===== src/assert_macros.svh =====
// Assertion macros for the RTL files (included by the simplifier top level).
// Depends on nothing; the user supplies clk and rst_n in scope.
`ifndef ASSERT_MACROS_SVH
`define ASSERT_MACROS_SVH
`ifndef SYNTHESIS
// Checked only out of reset.
`define ASSERT_RST(label, prop, msg) \
  label: assert property (@(posedge clk) disable iff (!rst_n) prop) else $error(msg);
// Checked at every edge, reset included.
`define ASSERT_ALW(label, prop, msg) \
  label: assert property (@(posedge clk) prop) else $error(msg);
`else
`define ASSERT_RST(label, prop, msg)
`define ASSERT_ALW(label, prop, msg)
`endif
`endif


===== src/gps_pkg.sv =====
// Types and constants for the greedy polyline simplifier.
// No dependencies.
package gps_pkg;

  localparam int COORD_BITS  = 12;
  localparam int DEF_MAX_RUN = 64;

  typedef struct packed {
    logic [COORD_BITS-1:0] px;
    logic [COORD_BITS-1:0] py;
    logic                  line_end;
  } in_item_t;

  typedef struct packed {
    logic [COORD_BITS-1:0] kept_x;
    logic [COORD_BITS-1:0] kept_y;
    logic                  kept_last;
  } out_item_t;

  typedef struct packed {
    logic [COORD_BITS-1:0] x;
    logic [COORD_BITS-1:0] y;
  } point_t;

  typedef enum logic [2:0] {
    OP_NONE,
    OP_D2A,   // d2  = bx*bx
    OP_D2B,   // d2 += by*by
    OP_M1,    // n   = bx*uy
    OP_M2,    // n  -= by*ux
    OP_NN     // compare 4*n*n against d2
  } tol_op_t;

  typedef enum logic [3:0] {
    S_IDLE,
    S_FIRST,
    S_D2A,
    S_D2B,
    S_M1,
    S_M2,
    S_NN,
    S_DECIDE,
    S_EMIT_A,
    S_FINISH
  } state_t;

endpackage


===== src/gps_ram.sv =====
// Generic single-write, single-read RAM with registered read data.
// Depends on gps_pkg for default sizes.
module gps_ram import gps_pkg::*; #(
  parameter int WIDTH = 2 * COORD_BITS,
  parameter int DEPTH = DEF_MAX_RUN
) (
  input  logic                     clk,
  input  logic                     we,
  input  logic [$clog2(DEPTH)-1:0] waddr,
  input  logic [WIDTH-1:0]         wdata,
  input  logic [$clog2(DEPTH)-1:0] raddr,
  output logic [WIDTH-1:0]         rdata
);

  logic [WIDTH-1:0] mem [DEPTH];

  always_ff @(posedge clk) begin
    if (we) begin
      mem[waddr] <= wdata;
    end
    rdata <= mem[raddr];
  end

endmodule


===== src/gps_tol_unit.sv =====
// Shared multiplier datapath for the half-pixel distance test.
// Depends on gps_pkg; sequenced one operation per cycle by the top level.
module gps_tol_unit import gps_pkg::*; (
  input  logic    clk,
  input  tol_op_t op,
  input  point_t  p,
  input  point_t  a,
  input  point_t  t,
  output logic    breach
);

  localparam int DW = 2 * COORD_BITS + 1;   // d2 width
  localparam int PW = 2 * COORD_BITS + 2;   // product width
  localparam int NW = 2 * COORD_BITS + 3;   // cross product width

  logic signed [COORD_BITS:0] bx, by, ux, uy;
  logic signed [COORD_BITS:0] ma, mb;
  logic signed [PW-1:0]       prod;
  logic signed [NW-1:0]       prod_ext;
  logic [DW-1:0]              d2_r;
  logic signed [NW-1:0]       n_r;
  logic [NW-1:0]              nabs;
  logic                       big;

  assign bx = $signed({1'b0, p.x}) - $signed({1'b0, a.x});
  assign by = $signed({1'b0, p.y}) - $signed({1'b0, a.y});
  assign ux = $signed({1'b0, t.x}) - $signed({1'b0, a.x});
  assign uy = $signed({1'b0, t.y}) - $signed({1'b0, a.y});

  assign nabs = n_r[NW-1] ? NW'(-n_r) : NW'(n_r);
  // |n| of 2^COORD_BITS or more always beats d2, which stays below 2^(2*COORD_BITS+1)
  assign big  = |nabs[NW-1:COORD_BITS];

  always_comb begin
    case (op)
      OP_D2A:  begin ma = bx; mb = bx; end
      OP_D2B:  begin ma = by; mb = by; end
      OP_M1:   begin ma = bx; mb = uy; end
      OP_M2:   begin ma = by; mb = ux; end
      OP_NN:   begin
        ma = $signed({1'b0, nabs[COORD_BITS-1:0]});
        mb = $signed({1'b0, nabs[COORD_BITS-1:0]});
      end
      default: begin ma = '0; mb = '0; end
    endcase
  end

  assign prod     = ma * mb;
  assign prod_ext = {prod[PW-1], prod};

  always_ff @(posedge clk) begin
    case (op)
      OP_D2A:  d2_r <= prod[DW-1:0];
      OP_D2B:  d2_r <= d2_r + prod[DW-1:0];
      OP_M1:   n_r  <= prod_ext;
      OP_M2:   n_r  <= n_r - prod_ext;
      default: ;
    endcase
  end

  assign breach = (op == OP_NN) &&
                  (big || ({prod[2*COORD_BITS-1:0], 2'b00} >= {1'b0, d2_r}));

endmodule


===== src/greedy_polyline_simplifier.sv =====
// Greedy polyline simplifier: one point per transfer in, kept points out.
// One point at a time: a line's first point takes S_FIRST; others take S_D2A and S_D2B
// (non-empty run only), multiplier steps S_M1, S_M2, S_NN per run point until a breach or
// the run's end, S_DECIDE, S_EMIT_A when an anchor point is emitted, and S_FINISH. Output
// stalls hold emit steps. Results are registered, seen the cycle after their emit step.
// Synchronous active-low reset closes any open line and empties the run.
module greedy_polyline_simplifier import gps_pkg::*; #(
  parameter int MAX_RUN = DEF_MAX_RUN
) (
  input  logic      clk,
  input  logic      rst_n,
  input  logic      in_valid,
  output logic      in_stall,
  input  in_item_t  in_data,
  output logic      out_valid,
  input  logic      out_stall,
  output out_item_t out_data
);

  `include "assert_macros.svh"

  localparam int CW = $clog2(MAX_RUN + 1);
  localparam int AW = $clog2(MAX_RUN);

  state_t          state_r, state_nxt;
  point_t          anchor_r, anchor_nxt;
  point_t          p_r, p_nxt;
  point_t          last_pt_r, last_pt_nxt;
  logic            last_r, last_nxt;
  logic            line_open_r, line_open_nxt;
  logic            hit_r, hit_nxt;
  logic [CW-1:0]   run_cnt_r, run_cnt_nxt;
  logic [CW-1:0]   idx_r, idx_nxt;
  logic            out_valid_r, out_valid_nxt;
  out_item_t       out_r, out_nxt;

  tol_op_t         op;
  logic            breach;
  logic            out_free;
  logic            out_load;
  logic            we;
  point_t          rd_pt;
  logic            run_full;

  gps_ram #(
    .WIDTH (2 * COORD_BITS),
    .DEPTH (MAX_RUN)
  ) u_run (
    .clk   (clk),
    .we    (we),
    .waddr (run_cnt_r[AW-1:0]),
    .wdata (p_r),
    .raddr (idx_r[AW-1:0]),
    .rdata (rd_pt)
  );

  gps_tol_unit u_tol (
    .clk    (clk),
    .op     (op),
    .p      (p_r),
    .a      (anchor_r),
    .t      (rd_pt),
    .breach (breach)
  );

  assign out_free = !out_valid_r || !out_stall;
  assign run_full = (run_cnt_r == CW'(MAX_RUN));

  always_ff @(posedge clk) begin
    if (!rst_n) begin
      state_r     <= S_IDLE;
      anchor_r    <= '0;
      line_open_r <= 1'b0;
      hit_r       <= 1'b0;
      run_cnt_r   <= '0;
      idx_r       <= '0;
      out_valid_r <= 1'b0;
    end else begin
      state_r     <= state_nxt;
      anchor_r    <= anchor_nxt;
      line_open_r <= line_open_nxt;
      hit_r       <= hit_nxt;
      run_cnt_r   <= run_cnt_nxt;
      idx_r       <= idx_nxt;
      out_valid_r <= out_valid_nxt;
    end
    p_r       <= p_nxt;
    last_r    <= last_nxt;
    last_pt_r <= last_pt_nxt;
    out_r     <= out_nxt;
  end

  always_comb begin
    state_nxt     = state_r;
    anchor_nxt    = anchor_r;
    p_nxt         = p_r;
    last_pt_nxt   = last_pt_r;
    last_nxt      = last_r;
    line_open_nxt = line_open_r;
    hit_nxt       = hit_r;
    run_cnt_nxt   = run_cnt_r;
    idx_nxt       = idx_r;
    out_nxt       = out_r;
    out_load      = 1'b0;
    op            = OP_NONE;
    we            = 1'b0;

    case (state_r)
      S_IDLE: begin
        if (in_valid) begin
          p_nxt    = '{x: in_data.px, y: in_data.py};
          last_nxt = in_data.line_end;
          hit_nxt  = 1'b0;
          idx_nxt  = '0;
          if (!line_open_r) begin
            state_nxt = S_FIRST;
          end else if (run_cnt_r == '0) begin
            state_nxt = S_DECIDE;
          end else begin
            state_nxt = S_D2A;
          end
        end
      end
      S_FIRST: begin
        if (out_free) begin
          out_load = 1'b1;
          out_nxt  = '{kept_x: p_r.x, kept_y: p_r.y, kept_last: last_r};
          if (!last_r) begin
            anchor_nxt    = p_r;
            run_cnt_nxt   = '0;
            line_open_nxt = 1'b1;
          end
          state_nxt = S_IDLE;
        end
      end
      S_D2A: begin
        op        = OP_D2A;
        state_nxt = S_D2B;
      end
      S_D2B: begin
        op        = OP_D2B;
        state_nxt = S_M1;
      end
      S_M1: begin
        op        = OP_M1;
        state_nxt = S_M2;
      end
      S_M2: begin
        // read data of this entry is consumed; start fetching the next one
        op        = OP_M2;
        idx_nxt   = idx_r + 1'b1;
        state_nxt = S_NN;
      end
      S_NN: begin
        op = OP_NN;
        if (breach) begin
          hit_nxt = 1'b1;
        end
        if (breach || idx_r == run_cnt_r) begin
          state_nxt = S_DECIDE;
        end else begin
          state_nxt = S_M1;
        end
      end
      S_DECIDE: begin
        if (hit_r || (!last_r && run_full)) begin
          state_nxt = S_EMIT_A;
        end else begin
          state_nxt = S_FINISH;
        end
      end
      S_EMIT_A: begin
        if (out_free) begin
          out_load    = 1'b1;
          out_nxt     = '{kept_x: last_pt_r.x, kept_y: last_pt_r.y, kept_last: 1'b0};
          anchor_nxt  = last_pt_r;
          run_cnt_nxt = '0;
          state_nxt   = S_FINISH;
        end
      end
      S_FINISH: begin
        if (last_r) begin
          if (out_free) begin
            out_load      = 1'b1;
            out_nxt       = '{kept_x: p_r.x, kept_y: p_r.y, kept_last: 1'b1};
            line_open_nxt = 1'b0;
            run_cnt_nxt   = '0;
            state_nxt     = S_IDLE;
          end
        end else begin
          we          = 1'b1;
          last_pt_nxt = p_r;
          run_cnt_nxt = run_cnt_r + 1'b1;
          state_nxt   = S_IDLE;
        end
      end
      default: begin
        state_nxt = S_IDLE;
      end
    endcase

    if (out_load) begin
      out_valid_nxt = 1'b1;
    end else begin
      out_valid_nxt = out_valid_r && out_stall;
    end
  end

  assign in_stall  = (state_r != S_IDLE);
  assign out_valid = out_valid_r;
  assign out_data  = out_r;

  `ASSERT_RST(a_closed_line_empty, (state_r == S_IDLE && !line_open_r) |-> (run_cnt_r == '0), "run not empty while no line is open")
  `ASSERT_RST(a_idx_in_run, (run_cnt_r <= CW'(MAX_RUN)) && ((state_r != S_M1 && state_r != S_M2) || (idx_r < run_cnt_r)), "scan index or run count out of range")
  `ASSERT_RST(a_last_closes, (out_valid && !out_stall && out_data.kept_last) |-> !line_open_r, "line still open when its last point transfers")

endmodule

===== config.mk =====
export PLATFORM = sky130hd
export DESIGN_NAME = greedy_polyline_simplifier
export DESIGN_NICKNAME = d
export VERILOG_FILES = /design/src/gps_pkg.sv /design/src/gps_ram.sv /design/src/gps_tol_unit.sv /design/src/greedy_polyline_simplifier.sv
export VERILOG_INCLUDE_DIRS = /design/src /design/src/src
export SDC_FILE = /design/constraint.sdc
export NUM_CORES = 2
export LEC_CHECK = 0
export BUFFER_PORTS_ARGS = -buffer_cell sky130_fd_sc_hd__buf_2
export CAP_MARGIN = 20
export CORE_AREA = 5 5 355 357
export CTS_CLUSTER_SIZE = 25
export DETAILED_ROUTE_END_ITERATION = 8
export DIE_AREA = 0 0 360 362
export GPL_TIMING_DRIVEN = 0
export PLACE_DENSITY = 0.77
export SLEW_MARGIN = 10
export SYNTH_ARGS = -nofsm -noshare
export SYNTH_HDL_FRONTEND = slang
export SYNTH_HIERARCHICAL = 1
export SYNTH_SLANG_ARGS = --single-unit

===== constraint.sdc =====
create_clock -name clk -period 32.4 [get_ports clk]
set_input_delay 6.48 -clock clk [delete_from_list [all_inputs] [get_ports clk]]
set_output_delay 6.48 -clock clk [all_outputs]
set_load 0.02 [all_outputs]

# == After elaboration in Yosys (flattened, before gate mapping) ==
# Memories as Yosys holds them, arrays and structs flattened. A register that Yosys moved wholly into a read port is not among the register bits.
# Index checks and enable logic that the tools add are counted.
# op_classes
order_cmp,1
reduce_logical,33
bitwise_logic,1
add_sub_neg,9
multipliers,1
n_mux,47
n_eq_ne,23
# ops
cell,n
$mux W25,4
$pmux W25 S3,1
$mux W24,3
$pmux W13 S5,1
$pmux W27 S2,1
$sub A12 B12 Y13,4
$pmux W25 S2,1
$pmux W24 S2,1
$pmux W4 S10,1
$pmux W13 S3,1
$mux W7,5
$mux W27,1
$neg A27 Y27,1
$sub A27 B26 Y27,1
$ge A26 B25 Y1,1
$mul A13 B13 Y26,1
$add A25 B25 Y25,1
$pmux W7 S3,1
$eq A4 B3 Y1 const B,4
$mux W4,4
$pmux W3 S5,1
$reduce_or A15 Y1,1
$add A7 B1 Y7 const B,2
$mux W1,14
other kinds (27),59
# totals
register_bits,171
mem_bits_rw,1536
inputBits,29
mem_count,1
elab_cells,134
out_inout_bits,27
# mem_list
name,depth,word_bits,rd,rd_clocked_by_memory_dff,wr,line,rtl
u_run.mem,64,24,1,1,1,gps_ram.sv:15,logic [WIDTH-1:0] mem [DEPTH];

# == Depth between registers and ports, before layout ==
# logic_depth
ltp_word,12
ltp_mapped,49
ltp_nobuf,48

# == Modules after synthesis ==
# Netlist, hierarchy kept.
# modules_own_cells
module,cells_each,instances,seq_area_each_um2,area_per_inst_um2
gps_ram,2610,1,46604.7,59295.6
gps_tol_unit,1781,1,1561.5,14535.2
greedy_polyline_simplifier,383,1,3123.0,4993.5

# == Worst setup path after synthesis ==
# No wires, ideal clock.
# synth_path
path_type,reg2reg
start,register p_r[0] (netlist name)
end,"register u_tol.n_r[26], data pin"
path_buffers,2
required_time_ns,32.268
synth_period_minus_slack_ns,10.448
path_slack_ns,21.952
path_stages_with_launch,46
t_arrival_ns,10.316
setup_ns,0.132
cell_sequence,edfxtp_1 -> inv_1 -> ha_1 -> fa_1 -> nor2b_1 -> o21ai_0 -> a21boi_0 -> o21ai_0 -> a21boi_0 -> o21ai_0 -> a21boi_0 -> o21ai_0 -> nand2b_1 -> nand3_1 -> nand2_1 -> o22a_1 -> clkbuf_1 -> nor2_1 -> (+10 left out) -> a21o_1 -> nand2_1 -> o21ai_0 -> a21oi_1 -> nand2b_1 -> a21oi_1 -> xnor2_1 -> inv_1 -> ha_1 -> o21a_1 -> o21ai_0 -> nand3_1 -> nand4_2 -> maj3_2 -> o21ai_2 -> a21oi_1 -> o41ai_2 -> o311a_1
# synth_between
elab_chain_cells,5
elab_cells_between_ends,6
classes_between,add/sub (2); mul (1); mux (3)
# synth_lines
item,line,rtl
from (decl),greedy_polyline_simplifier.sv:27,"point_t p_r, p_nxt;"
from (signal assigned),greedy_polyline_simplifier.sv:87,p_r <= p_nxt;
$sub A12 B12 Y13 *,gps_tol_unit.sv:26,"assign by = $signed({1'b0, p.y}) - $signed({1'b0, a.y});"
$pmux W13 S5 / $pmux W13 S3 (equally long branches),gps_tol_unit.sv:35,case (op)
$mul A13 B13 Y26 *,gps_tol_unit.sv:48,assign prod = ma * mb;
$sub A27 B26 Y27,gps_tol_unit.sv:56,OP_M2: n_r <= n_r - prod_ext;
$pmux W27 S2 *,gps_tol_unit.sv:52,case (op)
to (signal assigned),gps_tol_unit.sv:55,OP_M1: n_r <= prod_ext;
to (signal assigned),gps_tol_unit.sv:56,
to (decl),gps_tol_unit.sv:21,logic signed [NW-1:0] n_r;
# Every way passes the cells marked *; elsewhere a longest branch is shown, timed or not.
# A chain may end at the register's enable or synchronous reset.

# == Worst setup path after layout ==
# Ends and elaborated chain as after synthesis.

==> impl_metrics.py <==
metrics = {
    "global_routing": {
        "grt_usage_pct": 35.01,
        "grt_start_max_net_pins": 33,
        "antenna_found_initial": 16,
        "grt_pass1_vias": 48090,
        "grt_overflow": 0,
        "grt_pass1_wl_um": 328700,
    },
    "clock_network": {
        "clk_latency_ps": 830,
        "clock-sinks": 1731,
        "cts_buffer_depth": 3,
        "postCtsSetupRepairBufs": 0,
        "hold_buffers": 0,
        "clk_pin_slew_ps": 60,
        "ctsHtreeMaxLevel": 4,
        "cts_made_buffers": 168,
        "ctsResizeCount": 0,
        "tritoncts": "built",
        "clockRootBuffer": "clkbuf_16",
    },
    "detailed_routing": {
        "vias": 47840,
        "first_iter_violations": 7600,
        "via_per_inst": 6.928,
        "post_drt_wl_per_cell_um": 32.98,
        "met2WireLength_um": 103400,
        "wirelength_um": 227700,
        "wl_met1_um": 79350,
        "drc": 0,
        "ant_nets": 0,
        "wl_met3_um": 30630,
        "firstDrtPassIters": 9,
        "top_layer_used": "met5",
    },
    "pwr": {
        "power_switching_mw": 2.671,
        "power.internal_mw": 4.905,
        "pwr-share-seq_pct": 36.5,
        "p_comb_share_pct": 37.2,
        "clkPwrFrac_pct": 26.3,
        "p_leak_nw": 30.39,
        "sw_frac_of_total_pct": 35.25,
        "ir_worst_vdd_v": 0.0001391,
        "p_per_area_mw_per_mm2": 84.21,
    },
    "synthesis": {
        "synth_compound_area_share_pct": 5.656,
        "synthMuxAreaShare_pct": 12.62,
        "synthSimpleGateAreaFrac_pct": 5.284,
        "synth_fa_ha_area_share_pct": 7.267,
        "postSynthCellCount": 4774,
        "synth_area_sq_mm": 0.07882,
        "ys_ff_latch": 1731,
        "ys_warn_count": 6,
        "synth_top_family_by_area": "multiplexers",
        "synth_ff_type": "edfxtp_1",
        "syn_area_per_cell_sq_um": 16.51,
        "synthXorXnorAreaFrac_pct": 1.267,
        "synth_edf_count": 1662,
        "synth_cell_types": 106,
        "ys_async_sr_fraction_pct": 0,
        "ys_seq_area_share_pct": 65.07,
        "synth_fp_nets": 5155,
    },
    "floorplan": {
        "core-area_sq_mm": 0.1227,
        "die_y_um": 362,
        "num_rows": 129,
        "floorplan.initialDensity_pct": 64.26,
        "io-pin-count": 56,
        "die_x_um": 360,
        "design.die.area_sq_mm": 0.1303,
    },
    "setup_path": {
        "cp_common_cell": "fa_1",
        "worstPathMaxFanout": 25,
        "reg2regPathDepth": 46,
        "worstPathRequired_ps": 33070,
        "worst_setup_path_start_kind": "register",
        "critPathCaptureType": "register",
        "path_class": "reg -> reg",
        "arrival_ps": 13620,
        "max_stage_delay_ps": 660,
        "cpMaxStageDelayCell": "edfxtp_1",
    },
    "final_layout": {
        "multi_input_area_sq_mm": 0.02581,
        "nFillCells": 7011,
        "seqCellArea_sq_mm": 0.05129,
        "nets": 5506,
        "syn_to_final_growth_pct": 14.13,
        "drive_gt1_share_pct": 20.92,
    },
    "job": {
        "drv_cap": 0,
    },
    "sta": {
        "slew_headroom_pct": 10.44,
        "min_period_ps": 12950,
        "grt_setup_unrepaired": "false",
        "drv_slew": 0,
        "setup_viol": 0,
        "fmax_mhz": 77.21,
        "final_hold_viol_count": 0,
        "tns_ps": 0,
        "hold_ws_ps": 482.1,
        "fin_skew_ps": 43.22,
        "worst_pin_slew_ps": 1338,
        "post-route-period-util_pct": 39.98,
    },
    "hold_path": {
        "worst_hold_path_type": "reg -> reg",
        "holdPathStages": 2,
    },
    "place": {
        "gp_congestion": 0.9459,
        "place_hpwl_um": 147900,
        "io_buffers": 54,
    },
    "run_status": {
        "status": "finished clean",
    },
}
[power by group through the flow]
stage	Sequential, mW	Combinational [mW]	Clock (mW)
6_report	2.76	2.82	1.99
5_1_grt	2.77	3.11	2.11
4_1_cts	2.76	2.79	2.00
3_5_place_dp	2.81	2.75	0
3_3_place_gp	2.96	2.44	0
2_1_floorplan	2.86	1.89	0
[path summary, 6_finish.rpt]
| kind | startpoint | to | slack, ps |
|---|---|---|---|
| hold reg to reg | hit_r$_SDFFE_PN0P_ | hit_r$_SDFFE_PN0P_ | 480 |
| setup reg to reg | p_r[0]$_DFFE_PP_ | u_tol/n_r[26]$_DFFE_PP_ | 19450 |
| hold / removal | hit_r$_SDFFE_PN0P_ | hit_r$_SDFFE_PN0P_ | 480 |
| setup / recovery | p_r[0]$_DFFE_PP_ | u_tol/n_r[26]$_DFFE_PP_ | 19450 |
[per-stage QoR]
stage	setup slack [ps]	util [%]	area [sq um]	power [mW]	std cells
finish	19450	73.34	89960	7.576	6905
detailed placement	19750	68.81	84400	5.561	6590
global route	18670	73.33	89950	7.984	6900
CTS	19610	73.31	89930	7.552	6898
global placement	18620	66.15	81140	5.405	6465
floorplan	21950	-	78820	4.744	4774
[state kept, by name, summed over array words and instances (netlist names), 4 cells and up]
signal,cells
p_r,24
anchor_r,24
idx_r,7
last_pt_r,24
run_cnt_r,7
u_tol/n_r,27
out_data,25
u_run/mem,1536
u_run/rdata,24
state_r,4
u_tol/d2_r,25
[metal layers]
metal  GRT usage (%)  up-vias
li1                -    19190
met1           45.76    24020
met2           53.89     3784
met3           11.45      841
met4           17.25       14
met5               0        -
[cells in the final DEF (no fill, tap or decap), types with 25 or more instances in the layout]
cell type  synthesis  layout
mux4_2           355     355
nand2b_1          65      65
o21a_1            34      34
a221oi_1          54      54
nor2_4             0      63
nor3_1            35      33
a31oi_1           25      25
buf_2             50     107
inv_1            290     290
nor2b_1           43      42
mux2i_1           99      99
buf_8              0      32
o22ai_1           57      57
fa_1             168     168
clkbuf_16          0     168
clkbuf_1          95     140
ha_1             184     184
clkinv_2           0      25
buf_16             0      66
o21ai_0          115     115
a22oi_1           37      37
buf_4             36      39
clkinv_1           2      33
dfxtp_1           69      69
nand3_1           44      44
or3_1             29      29
mux2_2            59      59
xnor2_1           62      62
nor2_1           283     220
a21oi_1          133     133
xor2_1            52      52
edfxtp_1        1662    1662
nand2_1          255     254
[worst max-delay path: cells and delay by family, from the launching register on]
family | cells | cell delay, ps
AO/OA/AOI/OAI | 18 | 4580
flip-flops | 1 | 660
adder cells (fa/ha/maj) | 11 | 4640
XOR/XNOR | 2 | 590
AND/OR/NAND/NOR | 5 | 830
buffers and inverters | 10 | 1470
[kinds of logic (layout without fill, tap and decap cells)]
kind of cell,count (synthesis),after routing
AOI/OAI and AO/OA,654,654
buffers and inverters,510,999
DFF,1731,1731
xor gates and xnor gates,114,114
muxes,533,533
and+or+nand+nor,874,874
adders and majority gates,358,358
other,0,5
[area by class of cell]
class / count / area share (%)
antenna: 5 / 0.01391
buffer: 215 / 1.255
clock buffer: 213 / 4.861
clock inverter: 95 / 1.286
inverter: 295 / 1.231
multi-input combinational: 2533 / 28.69
sequential: 1731 / 57.01
tap: 1637 / 2.277
timing repair buffer: 181 / 3.378
[synthesized netlist by cell type, drive strengths merged, types with 69 or more instances]
master	number	area (sq um)
a21oi	155	858.3
buf	116	745.7
clkbuf	99	381.6
dfxtp	69	1381
edfxtp	1662	49910
fa	168	3363
ha	184	2302
inv	293	1100
mux2	79	964.7
mux2i	99	991.0
mux4	355	7995
nand2	255	957.2
nor2	283	1062
o21ai	125	629.3
(Power assumes the default switching activity.)
